## src/rtl/pps_ram.sv

```systemverilog
// Generic single-port RAM with registered read data.
`default_nettype none
module pps_ram #(
  parameter int Width = 8,
  parameter int Depth = 16
) (
  input  wire logic                     clk_i,
  input  wire logic                     we_i,
  input  wire logic [$clog2(Depth)-1:0] addr_i,
  input  wire logic [Width-1:0]         wdata_i,
  output logic      [Width-1:0]         rdata_o
);
  logic [Width-1:0] mem [Depth];

  always_ff @(posedge clk_i) begin
    if (we_i) begin
      mem[addr_i] <= wdata_i;
    end
    rdata_o <= mem[addr_i];
  end
endmodule
`default_nettype wire

```

## config.mk

```make
export PLATFORM = sky130hd
export DESIGN_NAME = pps_ram
export DESIGN_NICKNAME = d
export VERILOG_FILES = /design/src/rtl/pps_ram.sv
export SDC_FILE = /design/constraint.sdc
export NUM_CORES = 1
export LEC_CHECK = 0
export ABC_AREA = 1
export BUFFER_PORTS_ARGS = -buffer_cell sky130_fd_sc_hd__buf_2
export CORE_MARGIN = 4
export CORE_UTILIZATION = 51
export DETAILED_ROUTE_END_ITERATION = 8
export GPL_TIMING_DRIVEN = 0
export PLACE_DENSITY = 0.71
export REMOVE_ABC_BUFFERS = 1
export SKIP_CTS_REPAIR_TIMING = 1
export SLEW_MARGIN = 20
export SYNTH_ARGS = -nofsm -noshare
export SYNTH_HDL_FRONTEND = slang
export SYNTH_SLANG_ARGS = --single-unit
```

## constraint.sdc

```tcl
create_clock -name clk_i -period 1.7 [get_ports clk_i]
set_clock_uncertainty 0.2 [all_clocks]
set_input_delay 0.085 -clock clk_i [delete_from_list [all_inputs] [get_ports clk_i]]
set_output_delay 0.085 -clock clk_i [all_outputs]
set_load 0.01 [all_outputs]
```

==> metrics.txt, run 1 <==
clock transition at the register clock pins on the worst setup and hold paths after CTS=60 ps; RSZ-0062 raised after global routing=yes; share of the clock period used by the worst path=102%; Die Outline Area=between 10000 and 15000 sq um; x dimension of the die=~110 microns; Top-Level Pins=22; endpoint of the worst register-to-register path=rdata_o[6]; number of global-route vias before repair=3387; crit path time final=1740 ps; Core Region=10500 sq um; GP Congestion=0.768; Site Rows=37; layout overhead on the synthesized area=15.6%; hpwl dp=6330 microns; total routing usage reported by global routing=18.7%; worst min-delay path category=in2reg; maximum resistive drop on vdd=0.649 mV; initial antenna violation count=0; ratio of cells with drive above 1 in the final layout=a little over a tenth; max-slew violation count=0; actual transition at the worst max-transition pin=816 ps; TritonCTS clock tree=built; DR vias/cell=just over 5; portion of the post-synthesis area used by sequential elements=between 70% and 80%; largest net degree at the start of global routing=just under 70; total detailed-routing wirelength=11600 microns; clock sinks=136; Pleak=2.73 nW; DRC violation count after routing=0; global-route wire length before repair=18000 microns; non-filler instance count after layout=724; overall die height=around 110 microns; status=finished, violations left; drt initial violations=295; Clock Latency Late Sink=around 500 ps; number of cells on the worst reg-to-reg path=8; Final Hold Vio Count=0; initial core utilization=53.2%; setup slack of the critical path after layout=-39.0 ps; Final setup viols=36; area of all placed cells without fillers=between 6000 and 7000 sq um; placed cell count=684; Max-slew headroom=45.4%; endpoint arrival time on the critical path=1680 ps; setup slack of the worst register-to-register path=450 ps; Overflow after GRT=0; placed standard-cell area=5750 sq um; reported max-cap violation count=0; post-synthesis cell type count=11; cell type group with the largest total delay on the critical path=simple AND/OR/NAND/NOR gates; cell at the root of the clock tree=sky130_fd_sc_hd__clkbuf_8; hold path startpoint=addr_i[3]; Pwr Total=about 7.7 mW; number of buffers created by CTS=17; Max FO, Critical Path=35; largest incremental delay on the critical path=490 ps; CP Data Required Time=1640 ps; hold endpoint=rdata_o[3]; Synth Warn #=0; nature of the critical path startpoint=input port; depth of the worst hold-timing path=6; cell area after synthesis=5590 sq um; Buffers on Ports=21; violated checks=setup timing; crit path capture type=flop; remaining antenna violation count after routing=0; power density over cell area=around 1200 nW/um^2; post-synthesis instance total=548; FF-to-FF Start=mem[7][6]; worst-path cell chain=clkbuf_4 > inv_4 > nand3_1 > nor2_2; maximum count of clock buffers along a single path=2; TritonRoute pass-1 iters=5; vias after detailed routing=3664; Worst Setup Path Type=in2reg; register bit total from synthesis=136; Total Nets Final=590; Max Freq=575 MHz; highest-delay cell along the critical path=sky130_fd_sc_hd__nor2_2; average size of a mapped cell=about 10 sq um; number of buffer and inverter stages on the critical path=2; total number of H-tree levels=4; Antenna diodes=0; wire per inst=16.1 microns
flip-flops by register name (all words and copies together) (netlist names):
| signal | count |
|---|---|
| rdata_o | 8 |
| mem | 128 |
power breakdown:
part           switching, mW  total (mW)  internal [mW]  leakage [nW]
combinational          0.331       0.458          0.127          1.25
sequential            0.0185        3.77           3.75          1.22
clock                   1.26        3.47           2.21         0.262
metal layers:
metal,global-route usage [%],vias up,wire length (microns)
met3,4.17,18,722
li1,-,1809,-
met2,28.4,110,5480
met4,6.57,0,216
met1,26.9,1727,5220
met5,0,-,0
Yosys cell counts, drive strengths merged:
| master | instances | area (sq um) |
|---|---|---|
| buf | 18 | 105 |
| clkbuf | 3 | 11.3 |
| clkinv | 1 | 3.75 |
| dfxtp | 8 | 160 |
| edfxtp | 128 | 3840 |
| inv | 22 | 82.6 |
| nand2 | 346 | 1300 |
| nand3 | 4 | 20.0 |
| nor2 | 18 | 67.6 |
layout make-up:
cell class,instances,area (sq um)
sequential,136,4000
inverter,23,101
clock inverter,9,126
multi-input combinational,368,1430
clock buffer,22,433
timing repair buffer,30,204
tap,136,170
fill,801,4040
metrics by stage:
stage | utilization, % | setup slack (ps) | hold WS (ps) | setup TNS (ps)
5_1_grt | 61.5 | -138 | 34.2 | -6770
4_1_cts | 60.1 | -934 | -226 | -89620
3_3_place_gp | 54.7 | -1690 | 282 | -191070
2_1_floorplan | - | -150 | -16.1 | -8630
3_5_place_dp | 54.8 | -1470 | 286 | -162690
6_report | 61.5 | -39.0 | 0.203 | -689
cell usage in the layout, fill, tap and decap left out, drive strengths merged:
cell	instances
nand2	346
edfxtp	128
clkbuf	23
inv	22
buf	20
nor2	18
dlygate4sd3	9
dfxtp	8
nand3	4
clkinv	4
clkinvlp	3
bufinv	3
worst max path at each step:
stage | startpoint | depth (start not counted) | slack (ps) | endpoint
5_1_grt | addr_i[1] | 4 | -140 | mem[0][1]
4_1_cts | addr_i[1] | 4 | -930 | mem[0][7]
3_5_place_dp | addr_i[1] | 4 | -1470 | mem[0][5]
3_3_place_gp | addr_i[0] | 4 | -1690 | mem[2][5]
6_report | addr_i[1] | 4 | -40 | mem[0][1]
2_1_floorplan | addr_i[0] | 3 | -150 | mem[6][0]
worst reg2reg max path, stage by stage, from the launching register on:
cell and delay, ps:
sky130_fd_sc_hd__edfxtp_1 370, sky130_fd_sc_hd__nand2_1 80, sky130_fd_sc_hd__nand2_1 60, sky130_fd_sc_hd__nand2_1 50
sky130_fd_sc_hd__nand2_1 90, sky130_fd_sc_hd__nand2_1 100, sky130_fd_sc_hd__nand2_1 60, sky130_fd_sc_hd__inv_1 80
sky130_fd_sc_hd__nand2_1 60
cells by family after synthesis:
logic type    share of synthesized area (%)
flops                                  71.6
simple gates                           24.8
buf+inv                                3.62
(Power assumes the default switching activity.)
==> run 2, diff against run 1 <==
Settings changed: MAX_ROUTING_LAYER from default to met4, RECOVER_POWER from default to 100, SKIP_CTS_REPAIR_TIMING 1 to default.
==> run 2 against run 1 <==
Count of clock-buffer cells in the layout did not move. Highest routed layer unchanged. Core utilization rose by 0.36 points. Setup slack improved by 100 ps. Sequential power barely moved. Hold slack improved by 77 ps. The run now ends clean. Combinational power barely moved. Total power barely moved. Largest cell class unchanged. Wire length rose by 0.53%.
==> metrics.txt, run 2 (same netlist as run 1, synthesis figures left out) <==
initial core utilization=53.2%; hold endpoint=mem[8][0]; Core Region=10500 sq um; cell at the root of the clock tree=sky130_fd_sc_hd__clkbuf_8; share of the clock period used by the worst path=a little over nine tenths; FF-to-FF Start=mem[7][6]; commonest cells after routing, fill and taps aside=sky130_fd_sc_hd__nand2_1 (346), sky130_fd_sc_hd__edfxtp_1 (128), sky130_fd_sc_hd__inv_1 (21), sky130_fd_sc_hd__clkbuf_1 (21), sky130_fd_sc_hd__clkbuf_16 (16); max-slew violation count=0; clock transition at the register clock pins on the worst setup and hold paths after CTS=around 60 ps; Worst Setup Path Type=in2reg; status=complete, no violations; Site Rows=37; Pleak=2.70 nW; Final Hold Vio Count=0; number of global-route vias before repair=3464; Max-slew headroom=43.6%; TritonCTS clock tree=built; CP Data Required Time=about 1700 ps; hpwl dp=6330 microns; overall die height=roughly 110 microns; crit path time final=1640 ps; crit path capture type=flop; placed cell count=684; Top-Level Pins=22; setup slack of the critical path after layout=60.7 ps; TritonRoute pass-1 iters=5; Total Nets Final=592; largest net degree at the start of global routing=between 60 and 70; sequential share of power=roughly half; Buffers on Ports=21; global-route wire length before repair=18300 microns; nature of the critical path startpoint=input port; actual transition at the worst max-transition pin=842 ps; most frequent standard cell in the layout excluding fill and tap cells=sky130_fd_sc_hd__nand2_1; top flop regs=mem: 128 flops, rdata_o: 8 flops; share of total power consumed by net switching=between 20% and 30%; DR vias/cell=5.14; fill count=795; internal power consumption=around 6 mW; Post-CTS Setup Bufs=0; DRC violation count after routing=0; number of buffers created by CTS=17; Max FO, Critical Path=35; wire per inst=16.1 microns; sum of negative setup slack=0 ps; total number of H-tree levels=4; remaining antenna violation count after routing=0; Clock Latency Late Sink=just over 500 ps; Overflow after GRT=0; maximum resistive drop on vdd=around 0.65 mV; endpoint arrival time on the critical path=1610 ps; ratio of cells with drive above 1 in the final layout=7.46%; maximum count of clock buffers along a single path=2; worst min-delay path category=in2reg; non-filler instance count after layout=726; RSZ-0062 raised after global routing=yes; endpoint of the worst register-to-register path=rdata_o[6]; Antenna diodes=0; reported max-cap violation count=0; vias after detailed routing=3733; Comb power frac=about 6.0%; clock sinks=roughly 140; portion of total power attributed to the clock network=45.1%; net switching power=1.62 mW; depth of the worst hold-timing path=3; Max Freq=610 MHz; setup slack of the worst register-to-register path=approximately 450 ps; Final setup viols=0; flip-flop count of the largest register, all copies and words added=between 100 and 150; Die Outline Area=roughly 13000 sq um; layout overhead on the synthesized area=16.3%; initial antenna violation count=0; hold path startpoint=addr_i[3]; Reg with most FFs=mem; drt initial violations=377; number of cells on the worst reg-to-reg path=8; final worst hold slack=around 78 ps; core occupancy in the finished layout=61.9%; GP Congestion=0.778; total routing usage reported by global routing=19.6%; total detailed-routing wirelength=between 10000 and 15000 microns; Post-Place Worst Slack=-1470 ps; power density over cell area=1180 nW/um^2; x dimension of the die=113 microns
## run 2: area by class of cell
| cell class | instances | area, sq um | share of cell area [%] |
|---|---|---|---|
| clock buffer | 22 | 433 | 6.66 |
| clock inverter | 9 | 126 | 1.94 |
| inverter | 23 | 104 | 1.60 |
| multi-input combinational | 368 | 1460 | 22.5 |
| sequential | 136 | 4000 | 61.6 |
| tap | 136 | 170 | 2.62 |
| timing repair buffer | 32 | 204 | 3.14 |
## run 2: critical path, cell delays in order
cell	delay [ps]
sky130_fd_sc_hd__clkbuf_4	320
sky130_fd_sc_hd__clkinv_4	340
sky130_fd_sc_hd__nand3_1	420
sky130_fd_sc_hd__nor2_4	420
## run 2: worst max-delay path by stage
| stage | start | to | slack [ps] | cells past startpoint |
|---|---|---|---|---|
| finish | addr_i[1] | mem[0][1] | 60 | 4 |
| global route | addr_i[1] | mem[0][1] | -30 | 4 |
| CTS | addr_i[1] | mem[11][5] | -100 | 3 |
| detailed placement | addr_i[1] | mem[0][5] | -1470 | 4 |
| global placement | addr_i[0] | mem[2][5] | -1690 | 4 |
| floorplan | addr_i[0] | mem[6][0] | -150 | 3 |
## run 2: repair_timing
action                                 4_1_cts  5_1_grt
resized for setup                           20        9
setup endpoints to repair                  133      128
hold buffers                                11        0
endpoints found under the hold margin      136        0
## run 2: metal layers
layer	up-vias	part of all wire (%)	GRT usage, %
li1	1813	-	-
met1	1740	42	27.4
met2	168	49	29.3
met3	12	8.4	4.12
met4	0	1.1	6.17
met5	-	0	-
## run 2: stage by stage
step                      cell area (sq um)  power, mW
after CTS                              6480       7.72
after global routing                   6500       7.95
final                                  6500       7.70
after detailed placement               5750       4.27
after floorplan                        5480       4.06
after global placement                 5750       4.25
## run 2: power by group through the flow
| stage | Sequential [mW] | Combinational, mW | Clock [mW] |
|---|---|---|---|
| final | 3.77 | 0.460 | 3.47 |
| after floorplan | 3.85 | 0.214 | 0 |
| after global placement | 3.83 | 0.420 | 0 |
| after global routing | 3.78 | 0.520 | 3.65 |
| after CTS | 3.77 | 0.461 | 3.49 |
| after detailed placement | 3.84 | 0.428 | 0 |
